File: src/hdl/mlnp_pkg.sv
// Shared types, codes and defaults for the multi-list node pool manager.
package mlnp_pkg;

    localparam int DEF_NODES = 32;
    localparam int DEF_LISTS = 8;
    localparam int DATA_W    = 32;
    localparam int READ_CAP  = 32;

    localparam logic [2:0] F_CREATE = 3'd0;
    localparam logic [2:0] F_APPEND = 3'd1;
    localparam logic [2:0] F_INSHD  = 3'd2;
    localparam logic [2:0] F_INSPOS = 3'd3;
    localparam logic [2:0] F_REMOVE = 3'd4;
    localparam logic [2:0] F_READ   = 3'd5;

    localparam logic [2:0] ST_OK     = 3'd0;
    localparam logic [2:0] ST_NOFREE = 3'd1;
    localparam logic [2:0] ST_NOSLOT = 3'd2;
    localparam logic [2:0] ST_BADLST = 3'd3;
    localparam logic [2:0] ST_POS    = 3'd4;

    typedef struct packed {
        logic [2:0]               func;
        logic [2:0]               ln;
        logic signed [DATA_W-1:0] data;
        logic [5:0]               pos;
    } t_op;

    typedef struct packed {
        logic [2:0]               status;
        logic signed [DATA_W-1:0] data;
        logic [2:0]               ln;
        logic [5:0]               free;
        logic                     last;
    } t_res;

endpackage

File: src/hdl/mlnp_ram.sv
// Generic single-write, single-read RAM with registered read data.
module mlnp_ram import mlnp_pkg::*; #(
    parameter int WIDTH = 32,
    parameter int DEPTH = 32,
    localparam int AW = (DEPTH > 1) ? $clog2(DEPTH) : 1
) (
    input  logic             i_clk,
    input  logic             i_we,
    input  logic [AW-1:0]    i_waddr,
    input  logic [WIDTH-1:0] i_wdata,
    input  logic             i_re,
    input  logic [AW-1:0]    i_raddr,
    output logic [WIDTH-1:0] o_rdata
);
    logic [WIDTH-1:0] r_mem [DEPTH];
    logic [WIDTH-1:0] r_q;

    always_ff @(posedge i_clk) begin
        if (i_we) begin
            r_mem[i_waddr] <= i_wdata;
        end
        if (i_re) begin
            r_q <= r_mem[i_raddr];
        end
    end

    assign o_rdata = r_q;
endmodule

File: src/hdl/mlnp_front.sv
// Front end: accepts items, drops unused func codes, queues them for the back end.
module mlnp_front import mlnp_pkg::*; (
    input  logic i_clk,
    input  logic i_rst_n,
    input  logic i_push,
    input  t_op  i_op,
    output logic o_full,
    output logic o_valid,
    output t_op  o_op,
    input  logic i_take
);
    t_op        r_mem [2];
    logic       r_wr;
    logic       r_rd;
    logic [1:0] r_cnt;
    logic       w_acc;
    logic       w_deq;

    assign o_full  = (r_cnt == 2'd2);
    assign o_valid = (r_cnt != 2'd0);
    assign o_op    = r_mem[r_rd];
    // drop items whose func code means nothing
    assign w_acc   = i_push && !o_full && (i_op.func <= F_READ);
    assign w_deq   = i_take && o_valid;

    always_ff @(posedge i_clk) begin
        if (w_acc) begin
            r_mem[r_wr] <= i_op;
        end
        if (!i_rst_n) begin
            r_wr  <= 1'b0;
            r_rd  <= 1'b0;
            r_cnt <= 2'd0;
        end else begin
            if (w_acc) begin
                r_wr <= ~r_wr;
            end
            if (w_deq) begin
                r_rd <= ~r_rd;
            end
            r_cnt <= r_cnt + {1'b0, w_acc} - {1'b0, w_deq};
        end
    end
endmodule

File: src/hdl/mlnp_outq.sv
// Result queue between the back end and the result ports.
module mlnp_outq import mlnp_pkg::*; (
    input  logic i_clk,
    input  logic i_rst_n,
    input  logic i_push,
    input  t_res i_res,
    output logic o_full,
    output logic o_empty,
    output t_res o_res,
    input  logic i_pop
);
    t_res       r_mem [2];
    logic       r_wr;
    logic       r_rd;
    logic [1:0] r_cnt;
    logic       w_acc;
    logic       w_deq;

    assign o_full  = (r_cnt == 2'd2);
    assign o_empty = (r_cnt == 2'd0);
    assign o_res   = r_mem[r_rd];
    assign w_acc   = i_push && !o_full;
    assign w_deq   = i_pop && !o_empty;

    always_ff @(posedge i_clk) begin
        if (w_acc) begin
            r_mem[r_wr] <= i_res;
        end
        if (!i_rst_n) begin
            r_wr  <= 1'b0;
            r_rd  <= 1'b0;
            r_cnt <= 2'd0;
        end else begin
            if (w_acc) begin
                r_wr <= ~r_wr;
            end
            if (w_deq) begin
                r_rd <= ~r_rd;
            end
            r_cnt <= r_cnt + {1'b0, w_acc} - {1'b0, w_deq};
        end
    end
endmodule

File: src/hdl/mlnp_back.sv
// Back end: sequencer that walks and edits the linked lists in the node pool.
module mlnp_back import mlnp_pkg::*; #(
    parameter int NODES = DEF_NODES,
    parameter int LISTS = DEF_LISTS
) (
    input  logic i_clk,
    input  logic i_rst_n,
    input  logic i_op_valid,
    input  t_op  i_op,
    output logic o_op_take,
    output logic o_res_push,
    output t_res o_res,
    input  logic i_res_full
);
    localparam int NW  = $clog2(NODES + 1);
    localparam int AW  = $clog2(NODES);
    localparam int LW  = (LISTS > 1) ? $clog2(LISTS) : 1;
    localparam int CW  = $clog2(LISTS + 1);
    localparam int CAP = (NODES < READ_CAP) ? NODES : READ_CAP;
    localparam logic [NW-1:0] NIL = NW'(NODES);

    localparam logic [3:0] S_IDLE    = 4'd0;
    localparam logic [3:0] S_WALK    = 4'd1;
    localparam logic [3:0] S_TAKEREQ = 4'd2;
    localparam logic [3:0] S_TAKE    = 4'd3;
    localparam logic [3:0] S_PREDWR  = 4'd4;
    localparam logic [3:0] S_LINKPRD = 4'd5;
    localparam logic [3:0] S_REM     = 4'd6;
    localparam logic [3:0] S_RD      = 4'd7;
    localparam logic [3:0] S_EMIT    = 4'd8;

    logic [3:0]               r_state, n_state;
    logic [2:0]               r_func, n_func;
    logic [2:0]               r_ln, n_ln;
    logic signed [DATA_W-1:0] r_data, n_data;
    logic [5:0]               r_pos, n_pos;
    logic [NW-1:0]            r_p, n_p;
    logic [5:0]               r_i, n_i;
    logic [5:0]               r_k, n_k;
    logic                     r_at_head, n_at_head;
    logic [2:0]               r_status, n_status;
    logic signed [DATA_W-1:0] r_dout, n_dout;
    logic [2:0]               r_lout, n_lout;
    logic [NW-1:0]            r_node, n_node;
    logic [NW-1:0]            r_free_head, n_free_head;
    logic [NW-1:0]            r_free, n_free;
    logic [CW-1:0]            r_lists, n_lists;
    logic [NW-1:0]            r_head [LISTS];
    logic [NODES-1:0]         r_lvalid;
    logic [AW-1:0]            r_lraddr;
    logic                     r_lrvalid;

    logic                     w_lwe, w_lre, w_vwe, w_vre;
    logic [AW-1:0]            w_lwaddr, w_lraddr, w_vwaddr, w_vraddr;
    logic [NW-1:0]            w_lwdata, w_lq, w_link_rd;
    logic [DATA_W-1:0]        w_vq;
    logic                     w_hwe;
    logic [LW-1:0]            w_hwaddr;
    logic [NW-1:0]            w_hwdata;

    logic [3:0]               w_in_ln4, w_r_ln4;
    logic [LW-1:0]            w_in_lidx, w_r_lidx, w_lists_idx;
    logic [4:0]               w_lists5;
    logic [NW-1:0]            w_in_head, w_r_head;
    logic                     w_have_free, w_bad_list, w_fin;
    logic [7:0]               w_free8, w_lists8;

    mlnp_ram #(.WIDTH(NW), .DEPTH(NODES)) u_link (
        .i_clk  (i_clk),
        .i_we   (w_lwe),
        .i_waddr(w_lwaddr),
        .i_wdata(w_lwdata),
        .i_re   (w_lre),
        .i_raddr(w_lraddr),
        .o_rdata(w_lq)
    );

    mlnp_ram #(.WIDTH(DATA_W), .DEPTH(NODES)) u_value (
        .i_clk  (i_clk),
        .i_we   (w_vwe),
        .i_waddr(w_vwaddr),
        .i_wdata(r_data),
        .i_re   (w_vre),
        .i_raddr(w_vraddr),
        .o_rdata(w_vq)
    );

    // a link never written still holds its reset chain value
    assign w_link_rd = r_lrvalid ? w_lq : (NW'(r_lraddr) + NW'(1));

    assign w_in_ln4    = {1'b0, i_op.ln};
    assign w_r_ln4     = {1'b0, r_ln};
    assign w_in_lidx   = w_in_ln4[LW-1:0];
    assign w_r_lidx    = w_r_ln4[LW-1:0];
    assign w_lists5    = 5'(r_lists);
    assign w_lists_idx = w_lists5[LW-1:0];
    assign w_in_head   = r_head[w_in_lidx];
    assign w_r_head    = r_head[w_r_lidx];
    assign w_have_free = (r_free != '0) && (r_free_head < NIL);
    assign w_bad_list  = ({2'b0, i_op.ln} >= w_lists5) || ({2'b0, i_op.ln} >= 5'(LISTS));
    assign w_fin       = (w_link_rd >= NIL) || ((r_k + 6'd1) >= 6'(CAP));
    assign w_free8     = 8'(r_free);
    assign w_lists8    = 8'(r_lists);

    always_comb begin
        n_state     = r_state;
        n_func      = r_func;
        n_ln        = r_ln;
        n_data      = r_data;
        n_pos       = r_pos;
        n_p         = r_p;
        n_i         = r_i;
        n_k         = r_k;
        n_at_head   = r_at_head;
        n_status    = r_status;
        n_dout      = r_dout;
        n_lout      = r_lout;
        n_node      = r_node;
        n_free_head = r_free_head;
        n_free      = r_free;
        n_lists     = r_lists;
        w_lwe       = 1'b0;
        w_lwaddr    = '0;
        w_lwdata    = '0;
        w_lre       = 1'b0;
        w_lraddr    = '0;
        w_vwe       = 1'b0;
        w_vwaddr    = '0;
        w_vre       = 1'b0;
        w_vraddr    = '0;
        w_hwe       = 1'b0;
        w_hwaddr    = '0;
        w_hwdata    = '0;
        o_op_take   = 1'b0;
        o_res_push  = 1'b0;
        o_res       = '{status: r_status, data: r_dout, ln: r_lout,
                        free: w_free8[5:0], last: 1'b1};

        unique case (r_state)
            S_IDLE: begin
                if (i_op_valid) begin
                    o_op_take = 1'b1;
                    n_func    = i_op.func;
                    n_ln      = i_op.ln;
                    n_data    = i_op.data;
                    n_pos     = i_op.pos;
                    n_lout    = i_op.ln;
                    n_dout    = '0;
                    n_status  = ST_OK;
                    n_at_head = 1'b0;
                    n_k       = '0;
                    n_state   = S_EMIT;
                    if (i_op.func == F_CREATE) begin
                        if (r_lists >= CW'(LISTS)) begin
                            n_status = ST_NOSLOT;
                        end else if (!w_have_free) begin
                            n_status = ST_NOFREE;
                        end else begin
                            n_state = S_TAKEREQ;
                        end
                    end else if (w_bad_list) begin
                        n_status = ST_BADLST;
                    end else if (i_op.func == F_REMOVE || i_op.func == F_READ) begin
                        if (w_in_head >= NIL) begin
                            n_status = ST_POS;
                        end else begin
                            w_lre    = 1'b1;
                            w_lraddr = w_in_head[AW-1:0];
                            w_vre    = 1'b1;
                            w_vraddr = w_in_head[AW-1:0];
                            n_p      = w_in_head;
                            n_state  = (i_op.func == F_REMOVE) ? S_REM : S_RD;
                        end
                    end else if (!w_have_free) begin
                        n_status = ST_NOFREE;
                    end else if (i_op.func == F_INSHD) begin
                        n_at_head = 1'b1;
                        n_state   = S_TAKEREQ;
                    end else if (i_op.func == F_APPEND) begin
                        if (w_in_head >= NIL) begin
                            n_at_head = 1'b1;
                            n_state   = S_TAKEREQ;
                        end else begin
                            w_lre    = 1'b1;
                            w_lraddr = w_in_head[AW-1:0];
                            n_p      = w_in_head;
                            n_state  = S_WALK;
                        end
                    end else begin
                        if (i_op.pos == 6'd0) begin
                            n_status = ST_POS;
                        end else if (i_op.pos == 6'd1) begin
                            n_at_head = 1'b1;
                            n_state   = S_TAKEREQ;
                        end else if (w_in_head >= NIL) begin
                            n_status = ST_POS;
                        end else if (i_op.pos == 6'd2) begin
                            n_p     = w_in_head;
                            n_state = S_TAKEREQ;
                        end else begin
                            w_lre    = 1'b1;
                            w_lraddr = w_in_head[AW-1:0];
                            n_p      = w_in_head;
                            n_i      = 6'd1;
                            n_state  = S_WALK;
                        end
                    end
                end
            end
            S_WALK: begin
                if (r_func == F_APPEND) begin
                    if (w_link_rd >= NIL) begin
                        n_state = S_TAKEREQ;
                    end else begin
                        w_lre    = 1'b1;
                        w_lraddr = w_link_rd[AW-1:0];
                        n_p      = w_link_rd;
                    end
                end else begin
                    if (w_link_rd >= NIL) begin
                        n_status = ST_POS;
                        n_state  = S_EMIT;
                    end else begin
                        n_p = w_link_rd;
                        n_i = r_i + 6'd1;
                        if ((r_i + 6'd1) == (r_pos - 6'd1)) begin
                            n_state = S_TAKEREQ;
                        end else begin
                            w_lre    = 1'b1;
                            w_lraddr = w_link_rd[AW-1:0];
                        end
                    end
                end
            end
            S_TAKEREQ: begin
                w_lre    = 1'b1;
                w_lraddr = r_free_head[AW-1:0];
                n_state  = S_TAKE;
            end
            S_TAKE: begin
                n_node      = r_free_head;
                n_free_head = w_link_rd;
                n_free      = r_free - NW'(1);
                w_vwe       = 1'b1;
                w_vwaddr    = r_free_head[AW-1:0];
                n_state     = S_EMIT;
                if (r_func == F_CREATE) begin
                    w_lwe    = 1'b1;
                    w_lwaddr = r_free_head[AW-1:0];
                    w_lwdata = NIL;
                    w_hwe    = 1'b1;
                    w_hwaddr = w_lists_idx;
                    w_hwdata = r_free_head;
                    n_lout   = w_lists8[2:0];
                    n_lists  = r_lists + CW'(1);
                end else if (r_at_head) begin
                    w_lwe    = 1'b1;
                    w_lwaddr = r_free_head[AW-1:0];
                    w_lwdata = w_r_head;
                    w_hwe    = 1'b1;
                    w_hwaddr = w_r_lidx;
                    w_hwdata = r_free_head;
                end else begin
                    w_lre    = 1'b1;
                    w_lraddr = r_p[AW-1:0];
                    n_state  = S_PREDWR;
                end
            end
            S_PREDWR: begin
                w_lwe    = 1'b1;
                w_lwaddr = r_node[AW-1:0];
                w_lwdata = w_link_rd;
                n_state  = S_LINKPRD;
            end
            S_LINKPRD: begin
                w_lwe    = 1'b1;
                w_lwaddr = r_p[AW-1:0];
                w_lwdata = r_node;
                n_state  = S_EMIT;
            end
            S_REM: begin
                // unlink the head and push it onto the free list
                w_hwe       = 1'b1;
                w_hwaddr    = w_r_lidx;
                w_hwdata    = w_link_rd;
                w_lwe       = 1'b1;
                w_lwaddr    = r_p[AW-1:0];
                w_lwdata    = r_free_head;
                n_free_head = r_p;
                n_free      = r_free + NW'(1);
                n_dout      = w_vq;
                n_state     = S_EMIT;
            end
            S_RD: begin
                o_res = '{status: ST_OK, data: w_vq, ln: r_ln,
                          free: w_free8[5:0], last: w_fin};
                if (!i_res_full) begin
                    o_res_push = 1'b1;
                    n_k        = r_k + 6'd1;
                    if (w_fin) begin
                        n_state = S_IDLE;
                    end else begin
                        w_lre    = 1'b1;
                        w_lraddr = w_link_rd[AW-1:0];
                        w_vre    = 1'b1;
                        w_vraddr = w_link_rd[AW-1:0];
                    end
                end
            end
            S_EMIT: begin
                if (!i_res_full) begin
                    o_res_push = 1'b1;
                    n_state    = S_IDLE;
                end
            end
            default: begin
                n_state = S_IDLE;
            end
        endcase
    end

    always_ff @(posedge i_clk) begin
        r_func   <= n_func;
        r_ln     <= n_ln;
        r_data   <= n_data;
        r_pos    <= n_pos;
        r_p      <= n_p;
        r_i      <= n_i;
        r_k      <= n_k;
        r_at_head <= n_at_head;
        r_status <= n_status;
        r_dout   <= n_dout;
        r_lout   <= n_lout;
        r_node   <= n_node;
        if (w_lre) begin
            r_lraddr  <= w_lraddr;
            r_lrvalid <= r_lvalid[w_lraddr];
        end
        if (!i_rst_n) begin
            r_state     <= S_IDLE;
            r_free_head <= '0;
            r_free      <= NW'(NODES);
            r_lists     <= '0;
            r_lvalid    <= '0;
            for (int j = 0; j < LISTS; j++) begin
                r_head[j] <= NIL;
            end
        end else begin
            r_state     <= n_state;
            r_free_head <= n_free_head;
            r_free      <= n_free;
            r_lists     <= n_lists;
            if (w_lwe) begin
                r_lvalid[w_lwaddr] <= 1'b1;
            end
            if (w_hwe) begin
                r_head[w_hwaddr] <= w_hwdata;
            end
        end
    end
endmodule

File: src/hdl/multi_list_node_pool_manager_top.sv
// Append walks the list to its tail and positional insert walks to the node before the position;
// one link is walked per cycle. A list read gives its elements in order, one per cycle while
// the result queue is not full, up to 32 (or NODES if that is fewer).
// Items are worked one at a time by the back-end sequencer; a 2-deep queue sits on each side.
// Synchronous active-low reset: all lists empty, free list chained 0..NODES-1, queues empty.
module multi_list_node_pool_manager_top import mlnp_pkg::*; #(
    parameter int NODES = DEF_NODES,
    parameter int LISTS = DEF_LISTS
) (
    input  logic                     i_clk,
    input  logic                     i_rst_n,
    input  logic                     push,
    output logic                     full,
    input  logic [2:0]               i_func,
    input  logic [2:0]               i_list_number,
    input  logic signed [DATA_W-1:0] i_data_value,
    input  logic [5:0]               i_position,
    output logic                     empty,
    input  logic                     pop,
    output logic [2:0]               o_status,
    output logic signed [DATA_W-1:0] o_data_value_out,
    output logic [2:0]               o_list_number_out,
    output logic [5:0]               o_free_count,
    output logic                     o_last
);
    t_op  w_in_op, w_q_op;
    t_res w_res, w_out;
    logic w_q_valid, w_take, w_res_push, w_res_full;

    assign w_in_op = '{func: i_func, ln: i_list_number, data: i_data_value, pos: i_position};

    mlnp_front u_front (
        .i_clk  (i_clk),
        .i_rst_n(i_rst_n),
        .i_push (push),
        .i_op   (w_in_op),
        .o_full (full),
        .o_valid(w_q_valid),
        .o_op   (w_q_op),
        .i_take (w_take)
    );

    mlnp_back #(.NODES(NODES), .LISTS(LISTS)) u_back (
        .i_clk     (i_clk),
        .i_rst_n   (i_rst_n),
        .i_op_valid(w_q_valid),
        .i_op      (w_q_op),
        .o_op_take (w_take),
        .o_res_push(w_res_push),
        .o_res     (w_res),
        .i_res_full(w_res_full)
    );

    mlnp_outq u_outq (
        .i_clk  (i_clk),
        .i_rst_n(i_rst_n),
        .i_push (w_res_push),
        .i_res  (w_res),
        .o_full (w_res_full),
        .o_empty(empty),
        .o_res  (w_out),
        .i_pop  (pop)
    );

    assign o_status          = w_out.status;
    assign o_data_value_out  = w_out.data;
    assign o_list_number_out = w_out.ln;
    assign o_free_count      = w_out.free;
    assign o_last            = w_out.last;

`ifndef SYNTHESIS
    a_status_range: assert property (@(posedge i_clk) disable iff (!i_rst_n)
        !empty |-> (o_status <= ST_POS))
        else $error("result status out of range");
    a_err_last: assert property (@(posedge i_clk) disable iff (!i_rst_n)
        (!empty && o_status != ST_OK) |-> o_last)
        else $error("error result not marked last");
    a_err_zero: assert property (@(posedge i_clk) disable iff (!i_rst_n)
        (!empty && o_status != ST_OK) |-> (o_data_value_out == '0))
        else $error("error result carries data");
`endif
endmodule
File: config.mk
export PLATFORM = sky130hd
export DESIGN_NAME = multi_list_node_pool_manager_top
export DESIGN_NICKNAME = d
export VERILOG_FILES = /design/src/hdl/mlnp_pkg.sv /design/src/hdl/mlnp_ram.sv /design/src/hdl/mlnp_front.sv /design/src/hdl/mlnp_outq.sv /design/src/hdl/mlnp_back.sv /design/src/hdl/multi_list_node_pool_manager_top.sv
export SDC_FILE = /design/constraint.sdc
export NUM_CORES = 2
export LEC_CHECK = 0
export BUFFER_PORTS_ARGS = -buffer_cell sky130_fd_sc_hd__clkbuf_2
export CORE_MARGIN = 2
export CORE_UTILIZATION = 40
export DETAILED_ROUTE_END_ITERATION = 12
export PLACE_DENSITY = 0.58
export SYNTH_ARGS = -nofsm -noshare
export SYNTH_HDL_FRONTEND = slang
export SYNTH_HIERARCHICAL = 1
export SYNTH_SLANG_ARGS = --single-unit
File: constraint.sdc
create_clock -name i_clk -period 4.6 [get_ports i_clk]
set_input_delay 0 -clock i_clk [delete_from_list [all_inputs] [get_ports i_clk]]
set_output_delay 0 -clock i_clk [all_outputs]
set_load 0.02 [all_outputs]
==> implementation parameters <==
Parameter                              Value

Yosys
  Number of synthesis warnings    6
  Post-synth EDFFs    1593
  Predominant post-synthesis flop cell    edfxtp_1
  Number of register bits inferred by synthesis    1658
  Synthesized Nets    3999
  Avg Synthesized Cell Area    16.9 um^2
  Sequential fraction of the synthesis area    0.738
  Number of distinct library cell variants in the gate-level netlist after synthesis    71
  Post-synth design cell area    66600 um^2
  Proportion of synthesized flip-flops having asynchronous set or reset    0
  Number of standard cells after synthesis    3933

Floorplan
  Cell row count    149
  Die area    170000 um^2
  IO Pins    95
  Total core area    165000 um^2
  Initial core utilization    0.403
  Die boundary height    412 um
  Floorplan die width    412 um

Final layout
  Share of post-route cells with drive strength above 1    0.178
  Number of nets in the layout    4373
  Final core utilization    0.471
  Final std cell area, no fill    77800 um^2
  Area grow syn2layout    16.8%

Routing
  Initial DRC Count    3578
  Wire length after detailed routing    168 mm
  Routed via count divided by cell count    5.47
  Detail-routed net length per standard cell    25.3 um
  Drc violations    0
  Antenna-violating nets left    0
  Total via count in the routed design    36300
  Detailed Routing Iterations Pass 1    5

Worst setup path
  Worst reg-to-reg setup slack    270 ps
  Last element of the critical path    u_back/u_value/o_rdata[17]
  Required time worst endpoint    5120 ps
  Type of the worst setup path    register to register
  Kind of start point of the critical path    register
  WP data arrival    4860 ps
  Worst-path fanout max    24
  Endpoint kind of the worst setup timing path    register
  Length in cells of the worst reg-to-reg path    18
  Endpoint of the most critical register-to-register path    u_back/u_value/o_rdata[17]

Clock network
  TritonCTS clock tree    done
  # H-tree levels    4
  Root buffer cell    clkbuf_16
  Clock insertion delay at the later pin of the skew report    820 ps
  Maximum clock path buffer count    3
  Sinks on Clock Net    1658
  CTS Buf Count    174
  Clk pin slew, worst setup/hold paths    60 ps
  Count of buffers added by post-CTS timing repair for setup    0

Placed design
  Dpl cell area    71300 um^2
  HPWL after detailed placement    103 mm
  Placer congestion estimate    0.866
  Minimum setup slack after placement    264 ps
  Number of buffers added on ports    94

STA
  Normalized max-slew margin    0.225
  Total count of hold-check failures in the final report    0
  Unrepaired setup endpoints after global routing    no
  Final setup viols    0
  Final critical-path setup slack    266 ps
  Final TNS setup    0 ps
  Final period demand of the worst path    4330 ps
  Clock Skews    48.7 ps
  Max-slew violation count    0
  F_max    0.231 GHz
  Worst Max-Slew Pin Slew    1160 ps
  Share of the clock period used by the worst path    0.942

Outcome
  Outcome    finished, final reports clean

Global routing
  Overall Global Routing Usage    0.197
  Number of antenna violations at the first check in global routing    8
  Vias in the first global route    36200
  Wire length of the first global-routing pass    246 mm
  Largest net degree at the start of global routing    56
  Total grt overflow    0

Flow run
  Count of max-cap constraint violations    0

Power and ir drop
  Leakage    24.5 nW
  Maximum ir drop on the vdd rail    0.407 mV
  Power density cells    498 nW/um^2

Hold path
  Worst hold-check path type    input pin to register
==> Yosys cell counts (all sizes together), types with 12 or more instances <==
cell type | n | area [um^2]
edfxtp | 1593 | 47800
mux2i | 532 | 5330
nand2 | 284 | 1070
nor2 | 222 | 833
a21oi | 148 | 741
nand3 | 122 | 616
a22oi | 115 | 863
mux2 | 114 | 1580
buf | 111 | 881
clkbuf | 88 | 338
mux4 | 84 | 1920
a22o | 69 | 604
dfxtp | 65 | 1300
nor3 | 49 | 250
a31oi | 43 | 269
and3 | 38 | 238
o21ai | 25 | 129
inv | 24 | 90.1
and2 | 23 | 144
xnor2 | 21 | 184
o22ai | 18 | 113
ha | 17 | 213
o21a | 14 | 105
xor2 | 13 | 114
nand2b | 12 | 75.1
nand3b | 12 | 103
nor2b | 12 | 82.6
==> through the flow <==
step                total power, W  cells  hold WS, ps
finish                      0.0387   6642          182
global route                0.0402   6639          208
CTS                         0.0390   6638          142
detailed placement          0.0255   6227          194
global placement            0.0254   6227          191
floorplan                   0.0232   3933         98.9
==> power by group <==
| group | leakage (nW) | internal (W) | switching, W |
|---|---|---|---|
| Sequential | 14.8 | 0.0190 | 0.00159 |
| Combinational | 7.00 | 0.00174 | 0.00283 |
| Clock | 2.65 | 0.00768 | 0.00582 |
==> registers in the layout (all words and copies together), names as in the netlist, 4 cells and up, named ones only <==
register and cells:
u_back/u_link/r_mem 192, u_back/r_pos 6, u_back/r_lvalid 32, u_back/r_lists 4
u_outq/r_mem 90, u_back/u_value/r_mem 1024, u_back/r_lraddr 5, u_back/r_free_head 6
u_back/r_free 6, u_back/r_data 32, u_back/r_node 6, u_front/r_mem 88
u_back/r_k 6, u_back/u_link/o_rdata 6, u_back/u_value/o_rdata 32, u_back/r_state 4
u_back/r_head 48, u_back/r_dout 32, u_back/r_p 6, u_back/r_i 6
==> final cells by class <==
class                           instances  area [um^2]
Inverter                               26          101
Sequential cell                      1658        49100
Fill cell                           14100        87400
Clock buffer                          235         4620
Multi-Input combinational cell       2050        16500
Antenna cell                            4         10.0
Tap cell                             2189         2740
Timing Repair Buffer                  397         3740
Clock inverter                         83          886
==> repair_timing <==
action,in CTS,in global routing
gates resized for setup,0,1
endpoints found under the setup margin,0,1
hold buffers,93,0
endpoints found under the hold margin,157,0
==> routing by layer <==
| metal | up-vias | global-route usage | share of wire |
|---|---|---|---|
| met5 | - | 0 | 0 |
| met4 | 0 | 0.0564 | 0.024 |
| met3 | 240 | 0.0323 | 0.062 |
| met2 | 1197 | 0.316 | 0.47 |
| met1 | 18700 | 0.276 | 0.44 |
| li1 | 16100 | - | - |
==> worst max-delay path, stage by stage (launching register included) <==
cell	delay, ps
dfxtp_4	380
mux2_4	330
inv_1	90
ha_1	230
nand2b_1	150
a211oi_2	270
or2_2	200
nand2_1	80
nor3_1	270
nand2_1	220
o22ai_4	170
buf_12	200
buf_12	220
buf_12	230
buf_12	220
mux2i_1	250
a22oi_1	130
a31oi_1	270
nand3_1	90
==> placed cells by master, fill, tap and decap left out, types with 43 or more instances in the layout <==
cell / Yosys / layout
clkinv_1: 2 / 45
nor2_1: 222 / 185
clkbuf_16: 0 / 175
clkbuf_2: 0 / 94
buf_4: 35 / 149
mux2_4: 80 / 80
edfxtp_1: 1593 / 1593
clkbuf_1: 86 / 58
a22o_1: 69 / 69
a21oi_1: 148 / 148
a31oi_1: 43 / 43
a22oi_1: 115 / 115
buf_12: 8 / 61
nor3_1: 48 / 48
mux4_2: 76 / 76
nand3_1: 121 / 121
nand2_1: 284 / 282
dfxtp_1: 65 / 63
mux2i_1: 532 / 532
dlygate4sd3_1: 0 / 93
==> how the worst min path moves through the flow <==
| stage | from | endpoint | slack, ps | cells after the start |
|---|---|---|---|---|
| 2_1_floorplan | i_position[0] | u_front/r_mem[0][0] | 100 | 0 |
| 3_5_place_dp | i_data_value[7] | u_front/r_mem[0][13] | 190 | 1 |
| 6_report | pop | u_outq/r_rd | 180 | 5 |
| 5_1_grt | pop | u_outq/r_rd | 210 | 5 |
| 3_3_place_gp | i_data_value[29] | u_front/r_mem[0][35] | 190 | 1 |
| 4_1_cts | pop | u_outq/r_rd | 140 | 5 |
==> logic make-up after synthesis <==
family / Yosys count / synth area share
compound gates: 462 / 0.0466
simple gates: 806 / 0.0550
fa+ha+maj: 18 / 0.00350
xor+xnor: 34 / 0.00447
buf+inv: 225 / 0.0198
mux: 730 / 0.133
flops: 1658 / 0.738
Power figures use the tool's default switching activity.
